**src/hw/rtl/frasm_pkg.sv**
```systemverilog
package frasm_pkg;

    // Operation codes on the request channel
    typedef enum logic {
        OP_FRAME = 1'b0,
        OP_READ  = 1'b1
    } t_op;

    // Status codes on the response channel
    typedef enum logic [1:0] {
        ST_PROGRESS = 2'd0,
        ST_COMPLETE = 2'd1,
        ST_RESTART  = 2'd2,
        ST_READ     = 2'd3
    } t_status;

    // Frame header layout
    localparam int HDR_LEN   = 4;
    localparam int HDR_INDEX = 0;
    localparam int HDR_TOTAL = 1;
    localparam int HDR_EP    = 2;
    localparam int HDR_PROTO = 3;

    localparam int ENDPOINT_MAX = 15;
    localparam int POS_MAX      = 255;

    // Response queue depth: covers one result in flight plus two waiting
    localparam int OUTQ_DEPTH = 3;

    typedef struct packed {
        t_status    status;
        logic [7:0] read_data;
        logic [7:0] report_length;
        logic [3:0] endpoint;
        logic [7:0] protocol_code;
        logic [7:0] received_count;
    } t_result;

endpackage

```
**src/hw/rtl/frasm_if.sv**
```systemverilog
interface frasm_in_if;
    logic       valid;
    logic       ready;
    logic       operation;
    logic [7:0] frame_byte;
    logic       frame_last;
    logic [7:0] read_index;

    modport source (
        output valid, operation, frame_byte, frame_last, read_index,
        input  ready
    );
    modport sink (
        input  valid, operation, frame_byte, frame_last, read_index,
        output ready
    );
endinterface

interface frasm_out_if;
    logic       valid;
    logic       ready;
    logic [1:0] status;
    logic [7:0] read_data;
    logic [7:0] report_length;
    logic [3:0] endpoint;
    logic [7:0] protocol_code;
    logic [7:0] received_count;

    modport source (
        output valid, status, read_data, report_length, endpoint, protocol_code,
               received_count,
        input  ready
    );
    modport sink (
        input  valid, status, read_data, report_length, endpoint, protocol_code,
               received_count,
        output ready
    );
endinterface

```
**src/hw/rtl/frasm_outq.sv**
```systemverilog
module frasm_outq
    import frasm_pkg::*;
(
    input  logic               i_clk,
    input  logic               i_rst_n,
    input  logic               i_push,
    input  t_result            i_data,
    output logic [1:0]         o_count,
    frasm_out_if.source        o_rsp
);

    t_result    r_q [OUTQ_DEPTH];
    logic [1:0] r_head;
    logic [1:0] r_tail;
    logic [1:0] r_count;
    logic [1:0] n_head;
    logic [1:0] n_tail;
    logic [1:0] n_count;
    logic       pop;
    t_result    head_data;

    assign pop       = o_rsp.valid && o_rsp.ready;
    assign head_data = r_q[r_head];

    // Advance pointers with wrap at the queue depth
    always_comb begin
        n_head  = r_head;
        n_tail  = r_tail;
        n_count = r_count;
        if (pop) begin
            n_head = (r_head == 2'(OUTQ_DEPTH - 1)) ? 2'd0 : r_head + 2'd1;
        end
        if (i_push) begin
            n_tail = (r_tail == 2'(OUTQ_DEPTH - 1)) ? 2'd0 : r_tail + 2'd1;
        end
        case ({i_push, pop})
            2'b10:   n_count = r_count + 2'd1;
            2'b01:   n_count = r_count - 2'd1;
            default: n_count = r_count;
        endcase
    end

    always_ff @(posedge i_clk) begin
        if (!i_rst_n) begin
            r_head  <= '0;
            r_tail  <= '0;
            r_count <= '0;
        end else begin
            r_head  <= n_head;
            r_tail  <= n_tail;
            r_count <= n_count;
        end
    end

    // Hold entries until popped
    always_ff @(posedge i_clk) begin
        if (i_push) begin
            r_q[r_tail] <= i_data;
        end
    end

    assign o_count              = r_count;
    assign o_rsp.valid          = (r_count != 2'd0);
    assign o_rsp.status         = head_data.status;
    assign o_rsp.read_data      = head_data.read_data;
    assign o_rsp.report_length  = head_data.report_length;
    assign o_rsp.endpoint       = head_data.endpoint;
    assign o_rsp.protocol_code  = head_data.protocol_code;
    assign o_rsp.received_count = head_data.received_count;

endmodule

```
**src/hw/rtl/fragment_reassembler.sv**
```systemverilog
// Channel | Dir | Modport            | Payload
// i_req   | in  | frasm_in_if.sink   | operation, frame_byte, frame_last, read_index
// o_rsp   | out | frasm_out_if.source| status, read_data, report_length, endpoint,
//         |     |                    | protocol_code, received_count
//
// One transaction per cycle on i_req while i_req.ready is high; each result passes through
// one pipeline register with the store read, then the response queue, on its way to o_rsp.
// Frame bytes that are not last give no result. The pace is set by the three-entry
// response queue: i_req.ready drops while queued plus in-flight results reach three.
// Synchronous active-low reset clears the frame counter, header and context;
// the report store is not cleared.
module fragment_reassembler
    import frasm_pkg::*;
#(
    parameter int DATA_PER_FRAGMENT = 28,
    parameter int MAX_REPORT        = 64
) (
    input  logic         i_clk,
    input  logic         i_rst_n,
    frasm_in_if.sink     i_req,
    frasm_out_if.source  o_rsp
);

    localparam int AW    = (MAX_REPORT > 1) ? $clog2(MAX_REPORT) : 1;
    localparam int DPF_W = $clog2(DATA_PER_FRAGMENT + 1);
    localparam int OFS_W = 8 + DPF_W;

    // Frame and context state
    logic [7:0]       r_frame_pos;
    logic [7:0]       r_hdr [HDR_LEN];
    logic [OFS_W-1:0] r_offset;
    logic [7:0]       r_len;
    logic [7:0]       r_done;
    logic [7:0]       r_next_index;
    logic [3:0]       r_ep;
    logic [7:0]       r_proto;
    logic             r_assembling;

    logic [7:0]       n_frame_pos;
    logic [7:0]       n_len;
    logic [7:0]       n_done;
    logic [7:0]       n_next_index;
    logic [3:0]       n_ep;
    logic [7:0]       n_proto;
    logic             n_assembling;
    logic [OFS_W-1:0] n_offset;
    t_status          n_status;

    // Pipeline stage and store
    logic             r_p_valid;
    t_result          r_p_res;
    logic             r_p_rd_use;
    logic [7:0]       r_mem_q;
    logic [7:0]       r_mem [MAX_REPORT];

    logic             acc;
    logic             is_frame;
    logic             is_read;
    logic             in_header;
    logic [7:0]       data_ofs;
    logic [OFS_W:0]   wr_addr_full;
    logic             wr_en;
    logic             rd_in_range;
    logic [7:0]       hdr_idx;
    logic [7:0]       hdr_total;
    logic [7:0]       hdr_ep;
    logic [7:0]       hdr_proto;
    logic             too_short;
    logic             too_long;
    logic             hdr_bad;
    logic             ofs_past;
    logic [7:0]       remain;
    logic [7:0]       expect_len;
    logic [7:0]       payload_len;
    logic             len_bad;
    logic             seq_bad;
    logic             fault;
    logic [7:0]       done_new;
    logic [1:0]       q_count;
    t_result          push_data;

    assign acc      = i_req.valid && i_req.ready;
    assign is_frame = acc && (t_op'(i_req.operation) == OP_FRAME);
    assign is_read  = acc && (t_op'(i_req.operation) == OP_READ);

    // Accept while the queue can hold every result already in flight
    assign i_req.ready = ({1'b0, q_count} + {2'b00, r_p_valid}) <= 3'(OUTQ_DEPTH - 1);

    // Store address for a data byte
    assign in_header    = r_frame_pos < 8'(HDR_LEN);
    assign data_ofs     = r_frame_pos - 8'(HDR_LEN);
    assign wr_addr_full = {1'b0, r_offset} + (OFS_W + 1)'(data_ofs);
    assign wr_en        = is_frame && !in_header
                          && (wr_addr_full < (OFS_W + 1)'(MAX_REPORT));
    assign rd_in_range  = i_req.read_index < 8'(MAX_REPORT);

    // Fragment offset, taken when the index byte arrives
    assign n_offset = {{DPF_W{1'b0}}, i_req.frame_byte} * OFS_W'(DATA_PER_FRAGMENT);

    // Frame checks at the last byte
    assign hdr_idx     = r_hdr[HDR_INDEX];
    assign hdr_total   = r_hdr[HDR_TOTAL];
    assign hdr_ep      = r_hdr[HDR_EP];
    assign hdr_proto   = r_hdr[HDR_PROTO];
    assign too_short   = in_header;
    assign too_long    = (r_frame_pos == 8'(POS_MAX));
    assign hdr_bad     = (hdr_total == 8'd0) || (hdr_total > 8'(MAX_REPORT))
                         || (hdr_ep == 8'd0) || (hdr_ep > 8'(ENDPOINT_MAX));
    assign ofs_past    = r_offset >= OFS_W'(hdr_total);
    assign remain      = hdr_total - r_offset[7:0];
    assign expect_len  = (remain > 8'(DATA_PER_FRAGMENT)) ? 8'(DATA_PER_FRAGMENT) : remain;
    assign payload_len = r_frame_pos - 8'(HDR_LEN - 1);
    assign len_bad     = (payload_len != expect_len);
    assign seq_bad     = (hdr_idx != 8'd0)
                         && (!r_assembling || (hdr_idx != r_next_index)
                             || (hdr_total != r_len) || (hdr_ep != {4'b0000, r_ep})
                             || (hdr_proto != r_proto));
    assign fault       = too_short || too_long || hdr_bad || ofs_past || len_bad || seq_bad;
    assign done_new    = r_offset[7:0] + payload_len;

    // Next context and status
    always_comb begin
        n_frame_pos  = r_frame_pos;
        n_len        = r_len;
        n_done       = r_done;
        n_next_index = r_next_index;
        n_ep         = r_ep;
        n_proto      = r_proto;
        n_assembling = r_assembling;
        n_status     = ST_READ;
        if (is_frame) begin
            if (!i_req.frame_last) begin
                if (r_frame_pos != 8'(POS_MAX)) begin
                    n_frame_pos = r_frame_pos + 8'd1;
                end
            end else begin
                n_frame_pos = '0;
                if (fault) begin
                    n_len        = '0;
                    n_done       = '0;
                    n_next_index = '0;
                    n_ep         = '0;
                    n_proto      = '0;
                    n_assembling = 1'b0;
                    n_status     = ST_RESTART;
                end else begin
                    if (hdr_idx == 8'd0) begin
                        n_len   = hdr_total;
                        n_ep    = hdr_ep[3:0];
                        n_proto = hdr_proto;
                    end
                    n_done       = done_new;
                    n_next_index = hdr_idx + 8'd1;
                    n_assembling = (done_new != hdr_total);
                    n_status     = (done_new == hdr_total) ? ST_COMPLETE : ST_PROGRESS;
                end
            end
        end
    end

    // Control state and pipeline valid
    always_ff @(posedge i_clk) begin
        if (!i_rst_n) begin
            r_frame_pos  <= '0;
            r_len        <= '0;
            r_done       <= '0;
            r_next_index <= '0;
            r_ep         <= '0;
            r_proto      <= '0;
            r_assembling <= 1'b0;
            r_p_valid    <= 1'b0;
            for (int k = 0; k < HDR_LEN; k++) begin
                r_hdr[k] <= '0;
            end
        end else begin
            r_frame_pos  <= n_frame_pos;
            r_len        <= n_len;
            r_done       <= n_done;
            r_next_index <= n_next_index;
            r_ep         <= n_ep;
            r_proto      <= n_proto;
            r_assembling <= n_assembling;
            r_p_valid    <= is_read || (is_frame && i_req.frame_last);
            if (is_frame && in_header) begin
                r_hdr[r_frame_pos[1:0]] <= i_req.frame_byte;
            end
        end
    end

    // Hold offset and the staged result payload
    always_ff @(posedge i_clk) begin
        if (is_frame && (r_frame_pos == 8'd0)) begin
            r_offset <= n_offset;
        end
        if (acc) begin
            r_p_res.status         <= n_status;
            r_p_res.read_data      <= '0;
            r_p_res.report_length  <= n_len;
            r_p_res.endpoint       <= n_ep;
            r_p_res.protocol_code  <= n_proto;
            r_p_res.received_count <= n_done;
            r_p_rd_use             <= is_read && rd_in_range;
        end
    end

    // Report store: write data bytes, registered read
    always_ff @(posedge i_clk) begin
        if (wr_en) begin
            r_mem[wr_addr_full[AW-1:0]] <= i_req.frame_byte;
        end
        if (is_read && rd_in_range) begin
            r_mem_q <= r_mem[i_req.read_index[AW-1:0]];
        end
    end

    // Merge read data into the staged result
    always_comb begin
        push_data           = r_p_res;
        push_data.read_data = r_p_rd_use ? r_mem_q : 8'd0;
    end

    frasm_outq u_outq (
        .i_clk   (i_clk),
        .i_rst_n (i_rst_n),
        .i_push  (r_p_valid),
        .i_data  (push_data),
        .o_count (q_count),
        .o_rsp   (o_rsp)
    );

endmodule

```
**src/flat_wrapper.sv**
```systemverilog
// flat-port wrapper written by rule: the top's interface ports become plain ports
module fragment_reassembler_flat import frasm_pkg::*;
#(
    parameter int DATA_PER_FRAGMENT = 28,
    parameter int MAX_REPORT        = 64
)
  (i_clk, i_rst_n, i_req_valid, i_req_operation, i_req_frame_byte, i_req_frame_last, i_req_read_index, i_req_ready, o_rsp_valid, o_rsp_status, o_rsp_read_data, o_rsp_report_length, o_rsp_endpoint, o_rsp_protocol_code, o_rsp_received_count, o_rsp_ready);
  frasm_in_if i_req_i ();
  frasm_out_if o_rsp_i ();
  input  logic i_clk;
  input  logic i_rst_n;
  input wire logic [$bits(i_req_i.valid)-1:0] i_req_valid;
  input wire logic [$bits(i_req_i.operation)-1:0] i_req_operation;
  input wire logic [$bits(i_req_i.frame_byte)-1:0] i_req_frame_byte;
  input wire logic [$bits(i_req_i.frame_last)-1:0] i_req_frame_last;
  input wire logic [$bits(i_req_i.read_index)-1:0] i_req_read_index;
  output wire logic [$bits(i_req_i.ready)-1:0] i_req_ready;
  output wire logic [$bits(o_rsp_i.valid)-1:0] o_rsp_valid;
  output wire logic [$bits(o_rsp_i.status)-1:0] o_rsp_status;
  output wire logic [$bits(o_rsp_i.read_data)-1:0] o_rsp_read_data;
  output wire logic [$bits(o_rsp_i.report_length)-1:0] o_rsp_report_length;
  output wire logic [$bits(o_rsp_i.endpoint)-1:0] o_rsp_endpoint;
  output wire logic [$bits(o_rsp_i.protocol_code)-1:0] o_rsp_protocol_code;
  output wire logic [$bits(o_rsp_i.received_count)-1:0] o_rsp_received_count;
  input wire logic [$bits(o_rsp_i.ready)-1:0] o_rsp_ready;
  assign i_req_i.valid = i_req_valid;
  assign i_req_i.operation = i_req_operation;
  assign i_req_i.frame_byte = i_req_frame_byte;
  assign i_req_i.frame_last = i_req_frame_last;
  assign i_req_i.read_index = i_req_read_index;
  assign i_req_ready = i_req_i.ready;
  assign o_rsp_valid = o_rsp_i.valid;
  assign o_rsp_status = o_rsp_i.status;
  assign o_rsp_read_data = o_rsp_i.read_data;
  assign o_rsp_report_length = o_rsp_i.report_length;
  assign o_rsp_endpoint = o_rsp_i.endpoint;
  assign o_rsp_protocol_code = o_rsp_i.protocol_code;
  assign o_rsp_received_count = o_rsp_i.received_count;
  assign o_rsp_i.ready = o_rsp_ready;
  fragment_reassembler #(.DATA_PER_FRAGMENT(DATA_PER_FRAGMENT), .MAX_REPORT(MAX_REPORT)) u_core (.i_clk(i_clk), .i_rst_n(i_rst_n), .i_req(i_req_i), .o_rsp(o_rsp_i));
endmodule
```
**config.mk**
```make
export PLATFORM = sky130hd
export DESIGN_NAME = fragment_reassembler_flat
export DESIGN_NICKNAME = d
export VERILOG_FILES = /design/src/hw/rtl/frasm_pkg.sv /design/src/hw/rtl/frasm_if.sv /design/src/hw/rtl/frasm_outq.sv /design/src/hw/rtl/fragment_reassembler.sv /design/src/flat_wrapper.sv
export SDC_FILE = /design/constraint.sdc
export NUM_CORES = 1
export LEC_CHECK = 0
export ABC_CLOCK_PERIOD_IN_PS = 3900
export BUFFER_PORTS_ARGS = -buffer_cell sky130_fd_sc_hd__buf_2
export CAP_MARGIN = 20
export CORE_ASPECT_RATIO = 1.4
export CORE_MARGIN = 2
export CORE_UTILIZATION = 50
export DETAILED_ROUTE_END_ITERATION = 10
export PLACE_DENSITY = 0.74
export SYNTH_ARGS = -nofsm -noshare
export SYNTH_HDL_FRONTEND = slang
export SYNTH_SLANG_ARGS = --single-unit
export TNS_END_PERCENT = 100
```
**constraint.sdc**
```tcl
create_clock -name i_clk -period 3.9 [get_ports i_clk]
set_clock_uncertainty 0.2 [all_clocks]
set_input_delay 0.585 -clock i_clk [delete_from_list [all_inputs] [get_ports i_clk]]
set_output_delay 0.585 -clock i_clk [all_outputs]
set_load 0.01 [all_outputs]
```
---- Word-level counts from Yosys, hierarchy flattened ----
Memory sizes are Yosys's and may differ from the RTL's. A register that Yosys moved wholly into a read port is not among the register bits.
Cells that the tools add are included.
word-level totals
  ROM bits ................................ 0
  memory bits (writable) .................. 658
  register bits ........................... 94
  latch bits .............................. 0
  logic and storage cells ................. 136
  memories kept ........................... 3
  output and inout port bits .............. 40
  input port bits ......................... 22
operators by class
  multipliers ............................. 1
  shift operators ......................... 0
  muxes and demuxes ....................... 39
  add/sub/neg operators ................... 12
  divide/modulo/power cells ............... 0
  bitwise gates (word level) .............. 3
  $lt $le $gt $ge ......................... 8
  reductions and logical operators ........ 38
  eq/ne operators ......................... 13
memories
  memory             depth  bits a word  rd ports  clocked after Yosys merged registers in  write ports  line                        source
  u_core.r_mem       64     8            1         1                                        1            fragment_reassembler.sv:54  logic [7:0] r_mem [MAX_REPORT];
  u_core.u_outq.r_q  3      38           1         1                                        1            frasm_outq.sv:12            t_result r_q [OUTQ_DEPTH];
  u_core.r_hdr       4      8            4         0                                        4            fragment_reassembler.sv:30  logic [7:0] r_hdr [HDR_LEN];
operators by type and width
  cell                    number
  $mux W8                 17
  $ne A8 B8 Y1            5
  $logic_not A8 Y1        4
  $add A8 B1 Y8 const B   2
  $mux W4                 4
  $add A13 B8 Y14         1
  $lt A14 B7 Y1 const B   1
  $ge A13 B8 Y1           1
  $logic_or A1 B1 Y1      13
  $mux W1                 12
  $logic_and A1 B1 Y1     11
  $mul A8 B3 Y11 const B  1
  $mux W2                 5
  $add A8 B8 Y8           1
  $eq A8 B8 Y1            1
  $eq A8 B8 Y1 const B    1
  $gt A8 B4 Y1 const B    1
  $gt A8 B5 Y1 const B    1
  $gt A8 B7 Y1 const B    1
  $lt A8 B3 Y1 const B    1
  $lt A8 B7 Y1 const B    1
  $ne A8 B4 Y1            1
  $ne A8 B8 Y1 const B    1
  $reduce_bool A8 Y1      1
  other kinds (16)        26

---- Depth between registers and ports, before layout ----
An unclocked memory read counts as a cell.
  depth after elaboration ................. 12
  mapped depth ............................ 14
  depth with buffers taken out ............ 12

---- Hierarchy ----
From an unflattened synthesis, not the netlist that was laid out.
unflattened totals
  cell total of the unflattened synthesis .. 1856
  area total of the unflattened synthesis .. 31856.8 µm²
modules (own cells, without submodules)
  module                sequential area each (µm²)  times used  cells an instance  area each (µm²)
  fragment_reassembler  18758.0                     1           1583               27336.2
  frasm_outq            3583.4                      1           273                4520.6

---- Worst setup path before layout ----
Ideal clock, no wire load.
  path kind ............................... reg-to-reg
  from .................................... register u_core.r_p_valid
  to ...................................... memory u_core.u_outq.r_q[2][0] in the netlist's numbering, enable pin
  buffers on the path ..................... 0
  stages on the path, launching flop included .. 3
  setup time .............................. 488 ps
  data arrival time ....................... 3235 ps
  slack ................................... -24 ps
  clock period less this slack ............ 3924 ps
  data required time ...................... 3212 ps
  cells stage by stage .................... dfxtp_1 > inv_1 > nor3b_1
between the ends
  longest elaborated chain between the ends .. 2
ends and longest elaborated chain
  element                        line                         source
  start: declaration             fragment_reassembler.sv:50   logic r_p_valid;
  start signal: assignment       fragment_reassembler.sv:183  r_p_valid <= is_read || (is_frame && i_req.frame_last);
  $mux W1                        frasm_outq.sv:57             if (i_push) begin
  $mux W1 (not written as such)  frasm_outq.sv:58             r_q[r_tail] <= i_data;
  end: declaration               frasm_outq.sv:12
Every way passes these cells.

==> results by group <==
Global routing
  • Initial antenna violation count: 4
  • Number of global-route vias before repair: 16,900
  • All-Layer GR Usage: 21.8%
  • Largest net degree at the start of global routing: 72
  • Overflow after GRT: 0
  • First-pass GRT wire length: 104 mm

Worst setup path
  • Worst setup path class: reg2reg
  • CP Data Arrival Time: 3.94 ns
  • Top Family by Delay on Critical Path: simple AND/OR/NAND/NOR gates
  • Crit path max-delay cell type: nor3_2
  • CP dominant cell by count: inv_1
  • Max incr delay on CP: 0.67 ns
  • WP buf/inv: 3
  • Crit. End Element: register
  • Crit Path Max Fanout: 11
  • Cell Chain, Critical Path: inv_1 -> ha_1 -> inv_1 -> fa_1 -> a21oi_1 -> nor2b_1 -> or3_1 -> a2111oi_2 -> mux2i_2 -> nor3_2 -> buf_6 -> a22o_1
  • Crit path launch type: register
  • CP required: 4.18 ns

Clock network
  • Clock Latency Late Sink: 0.62 ns
  • Root buf cell: clkbuf_16
  • Num CTS Buffers: 67
  • Clk slew on worst S/H paths: 0.07 ns
  • Clock sink count: 762
  • CTS tree: yes
  • Clock buffer depth: 3
  • CTS H-Tree Depth: 3
  • Hold_buf cts: 0

Placed design
  • Port Buffers: 61
  • Routability cong.: 0.877
  • DP Worst Slack: 0.0134 ns
  • HPWL Detailed: 44.7 mm
  • Dpl cell area: 0.0333 mm^2

STA
  • Final worst setup slack: 0.236 ns
  • Tmin final: 3.66 ns
  • Max Fclk: 0.273 GHz
  • Tcrit/Tclk final: 93.9%
  • Setup TNS: 0 ns
  • RSZ-0062 raised after global routing: false
  • Setup violations, final: 0
  • Final hold vios: 0
  • Final Max Tran Viols: 0
  • Worst slew margin: 39.8%
  • Hold Slack: 0.0729 ns
  • Worst-margin pin slew: 0.901 ns

Floorplanning
  • Die W: 215 um
  • FP Rows: 108
  • Starting Density: 50.4%
  • Die H: 299 um
  • Core Area: 0.0619 mm^2
  • Io pins: 62
  • Die area: 0.0644 mm^2

Yosys
  • Synthesized net count: 1,794
  • Seq cells post-synth: 762
  • Post-Syn Instances: 1,719
  • Post-synth EDFFs: 708
  • Netlist Area Pre-Place: 0.0312 mm^2
  • Count of yosys warnings during synthesis: 0
  • Dominant register cell in the synthesized netlist: edfxtp_1
  • Synth cell types: 61
  • Asr flop ratio synth: 0%
  • Avg Cell Area, Syn: 18.1 um^2
  • Sequential-to-total area share from yosys stat: 71.6%

Drt
  • 1st-iter DRT viols: 1,634
  • Routed Antenna Nets: 0
  • # DRC: 0
  • TritonRoute pass-1 iters: 5
  • Vias: 16,200
  • Wirelength per Cell: 24.7 um
  • Final WL: 68.7 mm
  • DR vias/cell: 5.84

Final layout
  • Design Area, Final: 0.0355 mm^2
  • P&R area growth vs syn: 14.0%
  • N_diodes: 0
  • Filler Cell Count: 4,588
  • Nets: 1,979
  • Layout cells sized above 1: 25.4%

Hold path
  • Hold/Removal Path Class: in2reg

Power
  • P_leak: 11.8 nW
  • Pwr/cell area: 493 mW/mm^2
  • VDD IR max: 0.293 mV
  • Tot Pwr: 17.5 mW

Job
  • Max Cap Viol: 0

Run status
  • Status: finished clean
[synthesized netlist by cell type, types with 2 or more instances]
library cell / n / share of area (%)
a211oi_1: 3 / 0.072
a21o_1: 7 / 0.17
a21oi_1: 19 / 0.30
a22o_1: 29 / 0.81
a22o_2: 9 / 0.29
and2_1: 11 / 0.22
and3_1: 36 / 0.72
buf_1: 14 / 0.17
buf_2: 8 / 0.13
buf_6: 5 / 0.18
clkbuf_1: 49 / 0.59
dfxtp_1: 54 / 3.5
edfxtp_1: 708 / 68
fa_1: 11 / 0.71
ha_1: 42 / 1.7
inv_1: 41 / 0.49
mux2i_1: 40 / 1.3
mux4_2: 168 / 12
nand2_1: 100 / 1.2
nand2b_1: 2 / 0.040
nand3_1: 20 / 0.32
nand4_1: 12 / 0.24
nor2_1: 100 / 1.2
nor2b_1: 7 / 0.14
nor3_1: 10 / 0.16
nor3b_1: 4 / 0.096
nor4_1: 12 / 0.24
o21a_1: 2 / 0.048
o21ai_0: 68 / 1.1
o21ai_2: 11 / 0.31
o22a_1: 2 / 0.056
o31ai_1: 3 / 0.072
or2_2: 3 / 0.060
or3_1: 6 / 0.12
or3b_2: 2 / 0.056
or4_1: 2 / 0.048
or4_4: 3 / 0.11
xnor2_1: 53 / 1.5
xor2_1: 21 / 0.59
[cell type report]
class	instances	area, um^2	area share (%)
Sequential cell	762	22300	62.9
Multi-Input combinational cell	839	8400	23.6
Clock buffer	85	1800	5.06
Timing Repair Buffer	192	1420	3.99
Tap cell	825	1030	2.90
Clock inverter	33	390	1.10
Inverter	42	158	0.444
[sequential cells by signal, indices dropped and copies added (netlist names), named ones only]
register / count
u_core.r_hdr: 32
u_core.r_mem: 512
u_core.r_mem_q: 8
u_core.u_outq.r_q: 114
u_core.r_assembling: 1
u_core.r_frame_pos: 8
u_core.u_outq.r_tail: 2
u_core.r_p_valid: 1
u_core.r_proto: 8
u_core.u_outq.o_count: 2
u_core.r_next_index: 8
u_core.u_outq.r_head: 2
u_core.r_ep: 4
u_core.push_data: 30
u_core.r_offset: 11
u_core.r_p_rd_use: 1
u_core.r_done: 8
u_core.r_len: 8
[power breakdown]
group          switching, mW  internal [mW]
logic                   1.00          0.650
registers              0.107           9.15
clock network           2.85           3.76
[path summary, 6_finish.rpt]
| kind | startpoint | endpoint | slack (ns) | cells past startpoint |
|---|---|---|---|---|
| setup / recovery | u_core.r_hdr[1][2]$_SDFFCE_PN0P_ | u_core.push_data[13]$_DFFE_PP_ | 0.24 | 12 |
| hold / removal | i_req_operation | u_core.r_p_valid$_SDFF_PN0_ | 0.07 | 3 |
| setup reg to reg | u_core.r_hdr[1][2]$_SDFFCE_PN0P_ | u_core.push_data[13]$_DFFE_PP_ | 0.24 | 12 |
| hold reg to reg | u_core.r_done[1]$_SDFF_PN0_ | u_core.r_done[1]$_SDFF_PN0_ | 0.26 | 2 |
[layer usage]
layer | part of all wire, % | vias to the layer above | track usage (%)
li1 | - | 7164 | -
met5 | 0.032 | - | 0
met4 | 3.8 | 4 | 9.03
met2 | 54 | 605 | 40.1
met1 | 36 | 8307 | 25.7
met3 | 5.6 | 142 | 2.80
[through the flow]
step,utilization (%),std cells
floorplan,-,1719
global placement,53.8,2657
detailed placement,53.8,2657
CTS,57.3,2775
global route,57.4,2778
finish,57.4,2778
[cells by family (layout without fill, tap and decap cells)]
family	count (synthesis)	count (layout)	share of synthesized area, %
buf+inv	118	352	1.57
simple gates	336	336	5.19
mux	209	209	13.5
flops	762	762	71.6
fa+ha+maj	53	53	2.39
compound gates	167	167	3.66
xor+xnor	74	74	2.08
[layout by cell type, fill, tap and decap left out, types with 41 or more instances in the layout]
cell type and count:
xnor2_1 53, clkbuf_16 69, buf_4 122, nor2_1 99
edfxtp_1 708, inv_1 41, buf_2 59, o21ai_0 68
ha_1 42, nand2_1 100, dfxtp_1 52, mux4_2 168
[worst register-to-register path, delay by kind of cell (launching register included)]
family,cells,cell delay (ns)
flip-flops,1,0.39
multiplexers,1,0.16
buffers and inverters,3,0.39
adder cells (fa/ha/maj),2,0.64
AO/OA/AOI/OAI,3,0.70
AND/OR/NAND/NOR,3,1.06
[repair_timing]
action | 4_1_cts | 5_1_grt
buffers inserted | 0 | 1
resized for setup | 0 | 2
setup endpoints to repair | 0 | 21
Note: power is estimated with default switching activity, not from simulation.
